===== src/rtl/lldf_pkg.sv =====
// Shared types and constants for the line local difference filter.
// Used by every module of the block; depends on nothing.
`timescale 1ns / 1ps
`default_nettype none
package lldf_pkg;

    localparam int PIX_W   = 8;
    localparam int SPAN_W  = 6;
    localparam int GAIN_W  = 16;
    localparam int OFS_W   = 18;
    localparam int DIST_W  = 7;     // back distance into history, up to 2*63
    // ring address: a job reads up to 126 back while the front writes up to
    // four queued jobs of 64 pixels each ahead of it
    localparam int HIST_AW = 9;
    localparam int HIST_DEPTH = 1 << HIST_AW;
    localparam int QUEUE_AW    = 2;
    localparam int QUEUE_DEPTH = 1 << QUEUE_AW;
    localparam int PADDR_W = 4;
    localparam int PDATA_W = 32;

    localparam logic [DIST_W-1:0] DIST_MAX = {DIST_W{1'b1}};

    // register indexes (paddr[3:2])
    localparam logic [1:0] REG_HALF_SPAN = 2'd0;
    localparam logic [1:0] REG_GAIN      = 2'd1;
    localparam logic [1:0] REG_OFFSET    = 2'd2;

    localparam logic [SPAN_W-1:0]        HALF_SPAN_RST = 6'd10;
    localparam logic signed [GAIN_W-1:0] GAIN_RST      = 16'sd256;
    localparam logic signed [OFS_W-1:0]  OFFSET_RST    = 18'sd32768;

    // history write from front to back
    typedef struct packed {
        logic               en;
        logic [HIST_AW-1:0] addr;
        logic [PIX_W-1:0]   data;
    } t_hist_wr;

    // one classified pixel: emit outputs for back distances b_start down to b_end
    typedef struct packed {
        logic [PIX_W-1:0]   pix;
        logic [PIX_W-1:0]   first;
        logic [DIST_W-1:0]  pos_lo;   // line position, saturated at DIST_MAX
        logic [HIST_AW-1:0] slot;
        logic [DIST_W-1:0]  b_start;
        logic [DIST_W-1:0]  b_end;
        logic               last;
    } t_job;

endpackage
`default_nettype wire


===== src/rtl/lldf_in_if.sv =====
// Input pixel channel: valid/ready handshake with pixel and end-of-line mark.
// Depends on lldf_pkg for widths.
`timescale 1ns / 1ps
`default_nettype none
interface lldf_in_if;
    logic                        valid;
    logic                        ready;
    logic [lldf_pkg::PIX_W-1:0]  pixel_in;
    logic                        line_end_in;

    modport source (output valid, output pixel_in, output line_end_in, input ready);
    modport sink   (input valid, input pixel_in, input line_end_in, output ready);
endinterface
`default_nettype wire


===== src/rtl/lldf_out_if.sv =====
// Result channel: valid/ready handshake with filtered pixel and end-of-line mark.
// Depends on lldf_pkg for widths.
`timescale 1ns / 1ps
`default_nettype none
interface lldf_out_if;
    logic                        valid;
    logic                        ready;
    logic [lldf_pkg::PIX_W-1:0]  pixel_out;
    logic                        line_end_out;

    modport source (output valid, output pixel_out, output line_end_out, input ready);
    modport sink   (input valid, input pixel_out, input line_end_out, output ready);
endinterface
`default_nettype wire


===== src/rtl/lldf_front.sv =====
// Front end: accepts pixels, tracks line position, writes history, builds jobs.
// Depends on lldf_pkg and lldf_in_if.
`timescale 1ns / 1ps
`default_nettype none
module lldf_front #(
    parameter int MAX_LINE_WIDTH = 4096
) (
    input  wire logic                          i_clk,
    input  wire logic                          i_rst_n,
    lldf_in_if.sink                            i_pix,
    input  wire logic [lldf_pkg::SPAN_W-1:0]   i_half_span,
    input  wire logic                          i_q_ready,
    output      logic                          o_push,
    output      lldf_pkg::t_job                o_job,
    output      lldf_pkg::t_hist_wr            o_wr
);
    localparam int PW = $clog2(MAX_LINE_WIDTH);
    localparam int CW = (PW > lldf_pkg::DIST_W) ? PW : lldf_pkg::DIST_W;
    localparam logic [PW-1:0] POS_MAX = PW'(MAX_LINE_WIDTH - 1);

    logic [PW-1:0]                  r_pos, n_pos;
    logic [lldf_pkg::PIX_W-1:0]     r_first, n_first;
    logic [lldf_pkg::HIST_AW-1:0]   r_slot;

    logic                           accept;
    logic                           has_center;
    logic [lldf_pkg::DIST_W-1:0]    pos_lo;
    logic [lldf_pkg::DIST_W-1:0]    span7;
    logic [lldf_pkg::DIST_W-1:0]    b_start;

    assign i_pix.ready = i_q_ready;
    assign accept      = i_pix.valid & i_pix.ready;

    always_comb begin
        has_center = CW'(r_pos) >= CW'(i_half_span);
        pos_lo     = (CW'(r_pos) > CW'(lldf_pkg::DIST_MAX)) ? lldf_pkg::DIST_MAX
                                                             : lldf_pkg::DIST_W'(r_pos);
        span7      = lldf_pkg::DIST_W'(i_half_span);
        // with a center output the walk starts at 2L, otherwise at pos+L (pos < L here)
        b_start    = has_center ? {i_half_span, 1'b0} : pos_lo + span7;
        n_first    = (r_pos == '0) ? i_pix.pixel_in : r_first;

        o_job.pix     = i_pix.pixel_in;
        o_job.first   = n_first;
        o_job.pos_lo  = pos_lo;
        o_job.slot    = r_slot;
        o_job.b_start = b_start;
        o_job.b_end   = i_pix.line_end_in ? span7 : b_start;
        o_job.last    = i_pix.line_end_in;
        o_push        = accept & (has_center | i_pix.line_end_in);

        o_wr.en   = accept;
        o_wr.addr = r_slot;
        o_wr.data = i_pix.pixel_in;

        if (i_pix.line_end_in) begin
            n_pos = '0;
        end else if (r_pos != POS_MAX) begin
            n_pos = r_pos + PW'(1);
        end else begin
            n_pos = r_pos;
        end
    end

    always_ff @(posedge i_clk) begin
        if (!i_rst_n) begin
            r_pos   <= '0;
            r_first <= '0;
            r_slot  <= '0;
        end else if (accept) begin
            r_pos   <= n_pos;
            r_first <= n_first;
            r_slot  <= r_slot + lldf_pkg::HIST_AW'(1);
        end
    end
endmodule
`default_nettype wire


===== src/rtl/lldf_queue.sv =====
// Short job queue between front and back end.
// Depends on lldf_pkg.
`timescale 1ns / 1ps
`default_nettype none
module lldf_queue (
    input  wire logic           i_clk,
    input  wire logic           i_rst_n,
    input  wire logic           i_push,
    input  wire lldf_pkg::t_job i_job,
    output      logic           o_ready,
    input  wire logic           i_pop,
    output      logic           o_valid,
    output      lldf_pkg::t_job o_job
);
    lldf_pkg::t_job                  r_mem [lldf_pkg::QUEUE_DEPTH];
    logic [lldf_pkg::QUEUE_AW-1:0]   r_wr, r_rd;
    logic [lldf_pkg::QUEUE_AW:0]     r_cnt;
    logic                            do_push, do_pop;

    assign o_ready = r_cnt != (lldf_pkg::QUEUE_AW + 1)'(lldf_pkg::QUEUE_DEPTH);
    assign o_valid = r_cnt != '0;
    assign o_job   = r_mem[r_rd];
    assign do_push = i_push & o_ready;
    assign do_pop  = i_pop & o_valid;

    always_ff @(posedge i_clk) begin
        if (do_push) begin
            r_mem[r_wr] <= i_job;
        end
    end

    always_ff @(posedge i_clk) begin
        if (!i_rst_n) begin
            r_wr  <= '0;
            r_rd  <= '0;
            r_cnt <= '0;
        end else begin
            if (do_push) begin
                r_wr <= r_wr + lldf_pkg::QUEUE_AW'(1);
            end
            if (do_pop) begin
                r_rd <= r_rd + lldf_pkg::QUEUE_AW'(1);
            end
            if (do_push && !do_pop) begin
                r_cnt <= r_cnt + (lldf_pkg::QUEUE_AW + 1)'(1);
            end else if (do_pop && !do_push) begin
                r_cnt <= r_cnt - (lldf_pkg::QUEUE_AW + 1)'(1);
            end
        end
    end
endmodule
`default_nettype wire


===== src/rtl/lldf_back.sv =====
// Back end: pixel history ring, output sequencer, scale pipeline, result register.
// Depends on lldf_pkg and lldf_out_if.
`timescale 1ns / 1ps
`default_nettype none
module lldf_back (
    input  wire logic                                 i_clk,
    input  wire logic                                 i_rst_n,
    input  wire lldf_pkg::t_hist_wr                   i_wr,
    input  wire logic                                 i_q_valid,
    input  wire lldf_pkg::t_job                       i_job,
    output      logic                                 o_pop,
    input  wire logic signed [lldf_pkg::GAIN_W-1:0]   i_gain,
    input  wire logic signed [lldf_pkg::OFS_W-1:0]    i_offset,
    lldf_out_if.source                                o_res
);
    localparam int PW    = lldf_pkg::PIX_W;
    localparam int PROD_W = PW + 1 + lldf_pkg::GAIN_W;
    localparam int SUM_W  = PROD_W + 1;

    typedef struct packed {
        logic          use_first;
        logic          use_cur;
        logic [PW-1:0] pix;
        logic [PW-1:0] first;
        logic          flag;
    } t_tap;

    logic [PW-1:0]                  r_hist [lldf_pkg::HIST_DEPTH];

    logic                           en;
    logic                           r_busy;
    lldf_pkg::t_job                 r_job;
    logic [lldf_pkg::DIST_W-1:0]    r_b;
    logic                           last_issue;
    logic [lldf_pkg::HIST_AW-1:0]   rd_addr;

    logic                           r1_v;
    logic [PW-1:0]                  r_rd;
    t_tap                           r1_tap;

    logic                           r2_v;
    logic                           r2_flag;
    logic signed [PROD_W-1:0]       r_prod;
    logic [PW-1:0]                  left;
    logic [PW-1:0]                  diff;

    logic signed [SUM_W-1:0]        sum;
    logic [PW-1:0]                  clamped;

    logic                           r_ov;
    logic [PW-1:0]                  r_opix;
    logic                           r_oend;

    // the whole pipeline holds while the result register is full and stalled
    assign en         = !r_ov || o_res.ready;
    assign last_issue = r_b == r_job.b_end;
    assign o_pop      = i_q_valid && (!r_busy || (en && last_issue));
    assign rd_addr    = r_job.slot - lldf_pkg::HIST_AW'(r_b);

    always_ff @(posedge i_clk) begin
        if (i_wr.en) begin
            r_hist[i_wr.addr] <= i_wr.data;
        end
        if (en) begin
            r_rd <= r_hist[rd_addr];
        end
    end

    // sequencer: walk back distance from b_start down to b_end
    always_ff @(posedge i_clk) begin
        if (!i_rst_n) begin
            r_busy <= 1'b0;
        end else if (o_pop) begin
            r_busy <= 1'b1;
        end else if (en && r_busy && last_issue) begin
            r_busy <= 1'b0;
        end
    end

    always_ff @(posedge i_clk) begin
        if (o_pop) begin
            r_job <= i_job;
            r_b   <= i_job.b_start;
        end else if (en && r_busy) begin
            r_b   <= r_b - lldf_pkg::DIST_W'(1);
        end
    end

    always_comb begin
        left = r1_tap.use_cur   ? r1_tap.pix :
               r1_tap.use_first ? r1_tap.first : r_rd;
        diff = (left > r1_tap.pix) ? left - r1_tap.pix : r1_tap.pix - left;
        sum  = SUM_W'(r_prod) + SUM_W'(i_offset);
        if (sum[SUM_W-1]) begin
            clamped = '0;
        end else if (|sum[SUM_W-2:2*PW]) begin
            clamped = '1;
        end else begin
            clamped = sum[2*PW-1:PW];
        end
    end

    always_ff @(posedge i_clk) begin
        if (!i_rst_n) begin
            r1_v <= 1'b0;
            r2_v <= 1'b0;
            r_ov <= 1'b0;
        end else if (en) begin
            r1_v <= r_busy;
            r2_v <= r1_v;
            r_ov <= r2_v;
        end
    end

    always_ff @(posedge i_clk) begin
        if (en) begin
            r1_tap.use_first <= r_b > r_job.pos_lo;
            r1_tap.use_cur   <= r_b == '0;
            r1_tap.pix       <= r_job.pix;
            r1_tap.first     <= r_job.first;
            r1_tap.flag      <= r_job.last & last_issue;
            r_prod           <= $signed({1'b0, diff}) * i_gain;
            r2_flag          <= r1_tap.flag;
            r_opix           <= clamped;
            r_oend           <= r2_flag;
        end
    end

    assign o_res.valid        = r_ov;
    assign o_res.pixel_out    = r_opix;
    assign o_res.line_end_out = r_oend;
endmodule
`default_nettype wire


===== src/rtl/line_local_difference_filter_unit.sv =====
// Line local difference filter: |p[x-L] - p[x+L]| * gain + offset, clamped to 0..255.
// Top level; depends on lldf_pkg, lldf_in_if, lldf_out_if, lldf_front, lldf_queue, lldf_back.
//
// Usage:
//   i_pix carries one grey pixel per transfer with an end-of-line mark; o_res carries
//   one filtered pixel per transfer, its end-of-line mark set on the last result of a
//   line. half_span, gain (Q8.8) and offset (Q10.8) sit on the APB port at 0x0, 0x4,
//   0x8; write them only while the block is idle. pready is tied high.
//   Throughput: one result per cycle from the back-end sequencer while o_res is ready;
//   it issues one history read per cycle. A mid-line pixel releases one result; the
//   end-of-line pixel releases its whole flush run, and the front keeps taking pixels
//   until the four-entry job queue fills. Pixels with no result are handled at the front only.
//   Path: an input transfer reaches its first result through the queue, sequencer
//   load, history read, multiply and result register.
//   Reset clears the line position, ring pointer, first pixel, queue and pipeline
//   valids, and loads half_span 10, gain 1.0, offset 128.0. History needs no clear.
//   A stalled o_res holds the result register and freezes the back end; the queue
//   then fills and i_pix.ready drops.
`timescale 1ns / 1ps
`default_nettype none
module line_local_difference_filter_unit #(
    parameter int MAX_HALF_SPAN  = 63,
    parameter int MAX_LINE_WIDTH = 4096
) (
    input  wire logic                              i_clk,
    input  wire logic                              i_rst_n,
    input  wire logic                              psel,
    input  wire logic                              penable,
    input  wire logic                              pwrite,
    input  wire logic [lldf_pkg::PADDR_W-1:0]      paddr,
    input  wire logic [lldf_pkg::PDATA_W-1:0]      pwdata,
    output      logic [lldf_pkg::PDATA_W-1:0]      prdata,
    output      logic                              pready,
    lldf_in_if.sink                                i_pix,
    lldf_out_if.source                             o_res
);
    localparam logic [lldf_pkg::SPAN_W-1:0] SPAN_LIMIT = lldf_pkg::SPAN_W'(MAX_HALF_SPAN);

    // configuration registers
    logic [lldf_pkg::SPAN_W-1:0]        r_half_span;
    logic signed [lldf_pkg::GAIN_W-1:0] r_gain;
    logic signed [lldf_pkg::OFS_W-1:0]  r_offset;
    logic                               cfg_wr;
    logic [lldf_pkg::SPAN_W-1:0]        span_wdata;

    // front to queue to back
    logic               push, q_ready, q_valid, pop;
    lldf_pkg::t_job     push_job, q_job;
    lldf_pkg::t_hist_wr hist_wr;

    assign pready     = 1'b1;
    assign cfg_wr     = psel & penable & pwrite & pready;
    // clamp the span to what the history ring is sized for
    assign span_wdata = (pwdata[lldf_pkg::SPAN_W-1:0] > SPAN_LIMIT) ? SPAN_LIMIT
                                                                    : pwdata[lldf_pkg::SPAN_W-1:0];

    always_ff @(posedge i_clk) begin
        if (!i_rst_n) begin
            r_half_span <= lldf_pkg::HALF_SPAN_RST;
            r_gain      <= lldf_pkg::GAIN_RST;
            r_offset    <= lldf_pkg::OFFSET_RST;
        end else if (cfg_wr) begin
            unique case (paddr[3:2])
                lldf_pkg::REG_HALF_SPAN: r_half_span <= span_wdata;
                lldf_pkg::REG_GAIN:      r_gain      <= pwdata[lldf_pkg::GAIN_W-1:0];
                lldf_pkg::REG_OFFSET:    r_offset    <= pwdata[lldf_pkg::OFS_W-1:0];
                default: begin
                    // drop writes beyond the register list
                end
            endcase
        end
    end

    always_comb begin
        unique case (paddr[3:2])
            lldf_pkg::REG_HALF_SPAN: prdata = lldf_pkg::PDATA_W'(r_half_span);
            lldf_pkg::REG_GAIN:      prdata = lldf_pkg::PDATA_W'(r_gain);
            lldf_pkg::REG_OFFSET:    prdata = lldf_pkg::PDATA_W'(r_offset);
            default:                 prdata = '0;
        endcase
    end

    // front: position tracking, history write, job classification
    lldf_front #(
        .MAX_LINE_WIDTH (MAX_LINE_WIDTH)
    ) u_front (
        .i_clk       (i_clk),
        .i_rst_n     (i_rst_n),
        .i_pix       (i_pix),
        .i_half_span (r_half_span),
        .i_q_ready   (q_ready),
        .o_push      (push),
        .o_job       (push_job),
        .o_wr        (hist_wr)
    );

    // hold jobs so the front keeps taking pixels during a flush run
    lldf_queue u_queue (
        .i_clk   (i_clk),
        .i_rst_n (i_rst_n),
        .i_push  (push),
        .i_job   (push_job),
        .o_ready (q_ready),
        .i_pop   (pop),
        .o_valid (q_valid),
        .o_job   (q_job)
    );

    // back: one history read and one result per cycle while o_res is ready
    lldf_back u_back (
        .i_clk     (i_clk),
        .i_rst_n   (i_rst_n),
        .i_wr      (hist_wr),
        .i_q_valid (q_valid),
        .i_job     (q_job),
        .o_pop     (pop),
        .i_gain    (r_gain),
        .i_offset  (r_offset),
        .o_res     (o_res)
    );
endmodule
`default_nettype wire


===== src/flat_wrapper.sv =====
// flat-port wrapper written by rule: the top's interface ports become plain ports
module line_local_difference_filter_unit_flat 
#(
    parameter int MAX_HALF_SPAN  = 63,
    parameter int MAX_LINE_WIDTH = 4096
)
  (i_clk, i_rst_n, psel, penable, pwrite, paddr, pwdata, prdata, pready, i_pix_valid, i_pix_pixel_in, i_pix_line_end_in, i_pix_ready, o_res_valid, o_res_pixel_out, o_res_line_end_out, o_res_ready);
  lldf_in_if i_pix_i ();
  lldf_out_if o_res_i ();
  input  wire logic i_clk;
  input  wire logic i_rst_n;
  input  wire logic psel;
  input  wire logic penable;
  input  wire logic pwrite;
  input  wire logic [lldf_pkg::PADDR_W-1:0] paddr;
  input  wire logic [lldf_pkg::PDATA_W-1:0] pwdata;
  output      logic [lldf_pkg::PDATA_W-1:0] prdata;
  output      logic pready;
  input wire logic [$bits(i_pix_i.valid)-1:0] i_pix_valid;
  input wire logic [$bits(i_pix_i.pixel_in)-1:0] i_pix_pixel_in;
  input wire logic [$bits(i_pix_i.line_end_in)-1:0] i_pix_line_end_in;
  output wire logic [$bits(i_pix_i.ready)-1:0] i_pix_ready;
  output wire logic [$bits(o_res_i.valid)-1:0] o_res_valid;
  output wire logic [$bits(o_res_i.pixel_out)-1:0] o_res_pixel_out;
  output wire logic [$bits(o_res_i.line_end_out)-1:0] o_res_line_end_out;
  input wire logic [$bits(o_res_i.ready)-1:0] o_res_ready;
  assign i_pix_i.valid = i_pix_valid;
  assign i_pix_i.pixel_in = i_pix_pixel_in;
  assign i_pix_i.line_end_in = i_pix_line_end_in;
  assign i_pix_ready = i_pix_i.ready;
  assign o_res_valid = o_res_i.valid;
  assign o_res_pixel_out = o_res_i.pixel_out;
  assign o_res_line_end_out = o_res_i.line_end_out;
  assign o_res_i.ready = o_res_ready;
  line_local_difference_filter_unit #(.MAX_HALF_SPAN(MAX_HALF_SPAN), .MAX_LINE_WIDTH(MAX_LINE_WIDTH)) u_core (.i_clk(i_clk), .i_rst_n(i_rst_n), .psel(psel), .penable(penable), .pwrite(pwrite), .paddr(paddr), .pwdata(pwdata), .prdata(prdata), .pready(pready), .i_pix(i_pix_i), .o_res(o_res_i));
endmodule

===== config.mk =====
export PLATFORM = sky130hd
export DESIGN_NAME = line_local_difference_filter_unit_flat
export DESIGN_NICKNAME = d
export VERILOG_FILES = /design/src/rtl/lldf_pkg.sv /design/src/rtl/lldf_in_if.sv /design/src/rtl/lldf_out_if.sv /design/src/rtl/lldf_front.sv /design/src/rtl/lldf_queue.sv /design/src/rtl/lldf_back.sv /design/src/rtl/line_local_difference_filter_unit.sv /design/src/flat_wrapper.sv
export SDC_FILE = /design/constraint.sdc
export NUM_CORES = 2
export LEC_CHECK = 0
export CAP_MARGIN = 10
export CORE_AREA = 2 2 781 783
export DETAILED_ROUTE_END_ITERATION = 16
export DIE_AREA = 0 0 783 785
export DONT_BUFFER_PORTS = 1
export RECOVER_POWER = 25
export SLEW_MARGIN = 20
export SYNTH_ARGS = -nofsm -noshare
export SYNTH_HDL_FRONTEND = slang
export SYNTH_HIERARCHICAL = 1
export SYNTH_MEMORY_MAX_BITS = 65536
export SYNTH_SLANG_ARGS = --single-unit

===== constraint.sdc =====
create_clock -name i_clk -period 8.3 [get_ports i_clk]
set_input_delay 0 -clock i_clk [delete_from_list [all_inputs] [get_ports i_clk]]
set_output_delay 0 -clock i_clk [all_outputs]
set_load 0.1 [all_outputs]

Word-level counts from Yosys, hierarchy flattened
Memory sizes are Yosys's and may differ from the RTL's. A register that Yosys moved wholly into a read port is not among the register bits.
Cells that the tools add are included.
{ "totals": {"memories": 2, "elab_cells": 111, "out_inout_bits": 44, "ff_bits": 181, "inputBits": 52, "mem_bits_rw": 4284} }
{ "memory_table": {"columns": ["memory", "words", "width", "rd", "rd_ports_with_merged_regs", "write_ports", "line", "text"], "rows": [
  ["u_core.u_back.r_hist", 512, 8, 1, 1, 1, "lldf_back.sv:28", "logic [PW-1:0] r_hist [lldf_pkg::HIST_DEPTH];"],
  ["u_core.u_queue.r_mem", 4, 47, 1, 1, 1, "lldf_queue.sv:15", "lldf_pkg::t_job r_mem [lldf_pkg::QUEUE_DEPTH];"]
]} }
{ "op_classes": {"n_eq_ne": 5, "bitwise": 8, "mux": 24, "mul": 1, "n_lt_le_gt_ge": 5, "n_reduce_logical": 25, "add_sub_neg": 12} }
{ "ops": {"columns": ["cell", "n"], "rows": [
  ["32-bit case mux with 3 select lines", 1],
  ["8-bit 2-to-1 mux", 5],
  ["7-bit 2-to-1 mux", 5],
  ["25-bit by 18-bit adder with 26-bit output", 1],
  ["9-bit by 16-bit multiplier with 25-bit output", 1],
  ["12-bit 2-to-1 mux", 2],
  ["8-bit subtractor", 2],
  ["12-bit by 1-bit adder with 12-bit output, second input constant", 1],
  ["12-bit by 6-bit greater-or-equal comparator with 1-bit output", 1],
  ["12-bit by 7-bit > comparator with 1-bit output, second input constant", 1],
  ["12-bit zero test", 1],
  ["12-bit inequality test, second input constant", 1],
  ["9-bit by 1-bit adder with 9-bit output, second input constant", 1],
  ["9-bit OR reduction", 1],
  ["9-bit by 7-bit subtractor with 9-bit output", 1],
  ["8-bit > comparator", 1],
  ["2-bit AND reduction", 4],
  ["2-bit nonzero test", 4],
  ["7-bit by 6-bit adder with 7-bit output", 1],
  ["1-bit AND", 7],
  ["7-bit equality test", 1],
  ["7-bit > comparator", 1],
  ["7-bit zero test", 1],
  ["7-bit by 1-bit subtractor with 7-bit output, second input constant", 1],
  ["17 further kinds", 34]
]} }

Longest topological paths before layout
{ "depth": {"depth_word": 9, "depth_mapped": 35} }

Hierarchy
Netlist, hierarchy kept.
{ "modules_own_cells": {"columns": ["module", "seq_area_each_um2", "cells_each", "area_each_um2", "instances"], "rows": [
  ["lldf_back", 126351.2, 8542, 169759.1, 1],
  ["lldf_queue", 5825.6, 293, 7285.7, 1],
  ["lldf_front", 580.6, 259, 2234.6, 1],
  ["line_local_difference_filter_unit", 800.8, 211, 1951.9, 1]
]} }

Worst setup path after synthesis
Ideal clock, no wire load.
{ "synth_timing": {"path_kind": "reg2reg", "start": "register u_core/u_back/r1_tap[18] (netlist name)", "end": "register u_core.u_back.r_prod[24], data pin", "period_less_slack_ns": 8.009, "arrival_ns": 7.740, "t_required_ns": 8.031, "setup_slack_ns": 0.291, "path_stages_with_launch": 35, "path_cell_list": "edfxtp_1 clkbuf_1 mux2i_1 o21a_1 ha_1 inv_1 fa_1 a21o_1 a21oi_1 o21a_1 o21a_1 buf_4 mux2i_1 o211ai_1 o21ai_0 xnor2_1 clkbuf_1 nand2_1 fa_1 fa_1 inv_1 fa_1 inv_1 fa_1 inv_1 ha_1 o21ai_0 o21ai_1 a2111o_1 a221o_1 a211oi_1 a211oi_1 a41oi_1 mux2i_1 o311ai_1"} }
{ "synth_between": {"elab_chain_cells": 5, "elab_cells_between_ends": 7} }
{ "synth_rtl": {"columns": ["element", "line", "text"], "rows": [
  ["start, declared", "lldf_back.sv:39", "t_tap r1_tap;"],
  ["8-bit 2-to-1 mux *", "lldf_back.sv:91", "r1_tap.use_first ? r1_tap.first : r_rd;"],
  ["8-bit 2-to-1 mux *", "lldf_back.sv:90", "left = r1_tap.use_cur ? r1_tap.pix :"],
  ["8-bit subtractor / 8-bit > comparator (equally long branches)", "lldf_back.sv:92", "diff = (left > r1_tap.pix) ? left - r1_tap.pix : r1_tap.pix - left;"],
  ["8-bit 2-to-1 mux *", "lldf_back.sv:92", null],
  ["9-bit by 16-bit multiplier with 25-bit output *", "lldf_back.sv:122", "r_prod <= $signed({1'b0, diff}) * i_gain;"],
  ["end signal, assigned", "lldf_back.sv:122", null],
  ["end, declared", "lldf_back.sv:43", "logic signed [PROD_W-1:0] r_prod;"]
]} }
Mark *: on every way between the ends. The rest lies on a longest branch, timed or not.
A chain may end at the register's enable or synchronous reset.

Worst setup path in the final report
{ "layout_timing": {"start": "register u_core/u_back/r1_tap[18] (netlist name)", "end": "register u_core.u_back.r_prod[23], data pin"} }
Same word-level chain as after synthesis.

==> Implementation_results.wiki <==
{| class="wikitable"
! Metric !! Value
|-
| Violations in the final reports || capacitance limit, slew limit
|-
| Yosys warns || 6
|-
| Die Ht || 785 um
|-
| IO Port Bufs || 0
|-
| CP Launch Type || flop
|-
| Count of vias placed by the detailed router || 91145
|-
| GRT Residual Overflow || 0
|-
| TritonCTS sink count || 4475
|-
| Critical path capture point || u_core/u_back/r_prod[23]
|-
| Async S/R FF share, synth || 0%
|-
| Fin crit share || 95.8%
|-
| Post-detailed-route wirelength per cell || 26.1 um
|-
| Largest clock skew in the final design || 0.165 ns
|-
| Commonest register cell after synthesis || edfxtp_1
|-
| Global-route total usage across every layer || 14.7%
|-
| Crit-path max FO || 7
|-
| Kind of end point of the critical path || flop
|-
| Global-route met1 utilization || 19.9%
|-
| H-tree levels || 5
|-
| FMAX || 126 MHz
|-
| Worst path required time || 8.98 ns
|-
| Hold_ws || 0.0880 ns
|-
| CP max-delay cell || fa_1
|-
| CTS root buf || clkbuf_16
|-
| Final setup viols || 0
|-
| Post-DR vias/cell || 5.07
|-
| Type of the worst setup path || reg2reg
|-
| Total CTS buffers || 441
|-
| Sum of routed wire length over all layers || 469000 um
|-
| Final count of pins violating max slew || 2382
|-
| Worst relative slew slack || -394%
|-
| Most used routing layer || met2
|-
| Hold violation count in the final report || 0
|-
| Final critical path time including I/O delays and setup || 7.96 ns
|-
| Netlist Area Pre-Place || 0.181 mm^2
|-
| Type of the most critical hold path || in2reg
|-
| Clock insertion delay at the later pin of the skew report || 1.09 ns
|-
| GR Layer Usage met2 || 24.7%
|-
| Netlist cell types || 93
|-
| Initial antenna violation count || 14
|-
| Clock tree from TritonCTS || yes
|-
| Slowest stage delay, CP || 0.50 ns
|-
| R2R Setup Slk || 0.34 ns
|-
| Global-route wire length before repair || 668000 um
|-
| Area growth from synthesis to layout || 14.1%
|-
| Clock-pin slew on the worst setup and hold paths || 0.06 ns
|-
| Result of the run || finished, violations left
|-
| Number of design rule violations left after detail routing || 0
|-
| Hold wc startpoint || i_rst_n
|-
| Horizontal die dimension || 783 um
|-
| Critical path arrival || 8.63 ns
|-
| Net count reported at finish || 9811
|-
| Post-synthesis instance total || 9305
|-
| Fraction of layout cells with a size suffix above 1 || 21.7%
|-
| Endpoint of the worst-slack reg-to-reg timing path || u_core/u_back/r_prod[23]
|-
| Sequential share of the synthesized area || 73.7%
|-
| Ports || 96
|-
| Number of synthesized flops with an enable pin || 4393
|-
| Fin Setup TNS || 0 ns
|-
| Average cell area after synthesis || 19.5 um^2
|-
| Yosys reg bits || 4475
|-
| Global placement routability congestion || 0.795
|-
| Transition time at the pin with the least slew margin || 7.41 ns
|-
| Launch point of the worst reg-to-reg path || u_core/u_back/r1_tap[18]
|-
| Number of max-capacitance violations reported || 20
|-
| Number of search-and-repair iterations in the first detailed-routing pass || 6
|-
| Global Route met3 Usage || 2.14%
|-
| DRT antenna net count || 0
|-
| Critical path launch point || u_core/u_back/r1_tap[18]
|-
| Initial core utilization || 29.9%
|-
| Core area || 0.605 mm^2
|-
| Die area || 0.615 mm^2
|-
| Post-synth net total || 9591
|-
| Count of routing violations after the opening detailed-route iteration || 10609
|-
| Vias in the first global route || 91024
|-
| Bufs on Longest Clock Path || 4
|-
| Largest net degree at the start of global routing || 519
|-
| Estimated wirelength of the detail-placed design || 264000 um
|-
| Standard-cell row count || 286
|-
| Register-to-Register Path Depth || 34
|}
timing repair:
action,in CTS,in global routing
gates resized for setup,4,39
hold endpoints to repair,4286,949
endpoints found under the setup margin,2,4
pin swaps,0,24
setup buffers,0,15
hold buffers,72,5
flip-flops by register name, summed over array words and instances (netlist names), 3 cells and up, named ones only:
signal,flops
u_core/u_back/r_hist,4096
u_core/u_queue/r_mem,188
u_core/u_back/r_job,40
u_core/u_back/r_prod,25
u_core/u_back/r1_tap,19
u_core/r_offset,18
u_core/r_gain,16
u_core/u_front/r_pos,12
u_core/u_front/r_slot,9
u_core/u_back/o_res.pixel_out,8
u_core/u_back/r_rd,8
u_core/u_front/r_first,8
u_core/u_back/r_b,7
u_core/r_half_span,6
u_core/u_queue/r_cnt,3
layer usage:
layer	part of all wire, %	vias up
met3	7.4	666
met5	0.0023	-
li1	-	37748
met2	49	3809
met1	40	48920
met4	3.0	2
per-stage QoR:
stage	instance area (um^2)	setup slack (ns)	instances	util, %
final	207000	0.345	17970	34.2
after global routing	207000	-0.0243	17968	34.2
after CTS	206000	0.0301	17920	34.1
after global placement	191000	-0.140	17025	31.5
after floorplan	181000	0.291	9305	-
after detailed placement	191000	-0.147	17027	31.5
how the worst min path moves through the flow:
| stage | endpoint | cells after the start |
|---|---|---|
| detailed placement | u_core/r_offset[15] | 1 |
| finish | u_core/r_offset[2] | 4 |
| global route | u_core/u_back/r1_v | 3 |
| global placement | u_core/r_offset[15] | 1 |
| CTS | u_core/r_offset[15] | 3 |
| floorplan | u_core/u_back/o_res.valid | 1 |
critical path, delay by kind of cell (launching register included):
family	cells	cell delay (ns)
AO/OA/AOI/OAI	11	2.24
adder cells (fa/ha/maj)	6	2.30
AND/OR/NAND/NOR	5	1.14
XOR/XNOR	2	0.19
buffers and inverters	8	0.95
multiplexers	2	0.40
flip-flops	1	0.42
area by class of cell:
type                    instances  area, um^2
clock inverters               283        2940
diodes                          3        7.51
inverters                     217         816
well taps                    8064       10100
flip-flops and latches       4475      134000
repair buffers                340        3610
fillers                     56572      399000
multi-input cells            4050       44300
clock buffers                 538       11500
cells by family (layout without fill, tap and decap cells):
logic type,count (synthesis),in the layout,share of synthesized area (%)
adders and majority gates,234,234,2.06
and+or+nand+nor,1923,1923,4.58
AOI/OAI and AO/OA,481,481,1.85
xor gates and xnor gates,77,77,0.380
other,1,4,0.00207
DFF,4475,4475,73.7
buffers and inverters,780,1378,2.20
muxes,1334,1334,15.2
layout by cell type, fill, tap and decap left out, drive strengths merged, types with 12 or more instances in the layout:
cell,count
dfxtp,82
a211oi,15
mux4,1137
fa,107
and3,37
a32oi,47
o211ai,17
mux2,22
clkinvlp,14
nand2b,17
clkinv,216
o21a,15
clkbuf,559
buf,250
dlygate4sd3,68
a31oi,62
nor2b,26
xnor2,52
nand3,212
bufinv,43
nor2,602
a22o,12
o21ai,78
a311oi,21
a21oi,94
and2,100
edfxtp,4393
xor2,25
inv,227
nor3,27
mux2i,175
ha,127
nor4,17
nand2,798
a221oi,24
a21o,14
nand4,55
Yosys cell counts, types with 6 or more instances:
master	count	area, um^2
a211oi_1	15	113
a21boi_0	9	67.6
a21o_1	14	105
a21oi_1	93	465
a221oi_1	23	201
a22o_1	12	105
a22oi_1	9	67.6
a311oi_1	20	175
a31oi_1	62	388
a32oi_1	47	412
and2_1	97	607
and3_1	37	231
buf_1	34	128
buf_2	105	526
buf_4	173	1300
buf_6	23	259
clkbuf_1	221	830
dfxtp_1	82	1640
edfxtp_1	4393	132000
fa_1	107	2140
ha_1	127	1590
inv_1	215	807
mux2_2	22	248
mux2i_1	175	1750
mux4_2	1137	25600
nand2_1	797	2990
nand2b_1	17	106
nand3_1	212	1060
nand4_1	55	344
nor2_1	601	2260
nor2b_1	25	156
nor3_1	27	135
nor3b_1	8	60.1
nor4_1	15	93.8
o2111ai_1	9	78.8
o211ai_1	16	120
o21a_1	15	113
o21ai_0	65	325
o21ai_1	12	60.1
o21bai_1	6	45.0
or3_1	10	62.6
xnor2_1	51	447
xor2_1	24	210
Power is not shown: default switching activity piles up to over one toggle a cycle in this logic, so the estimate is an artifact.
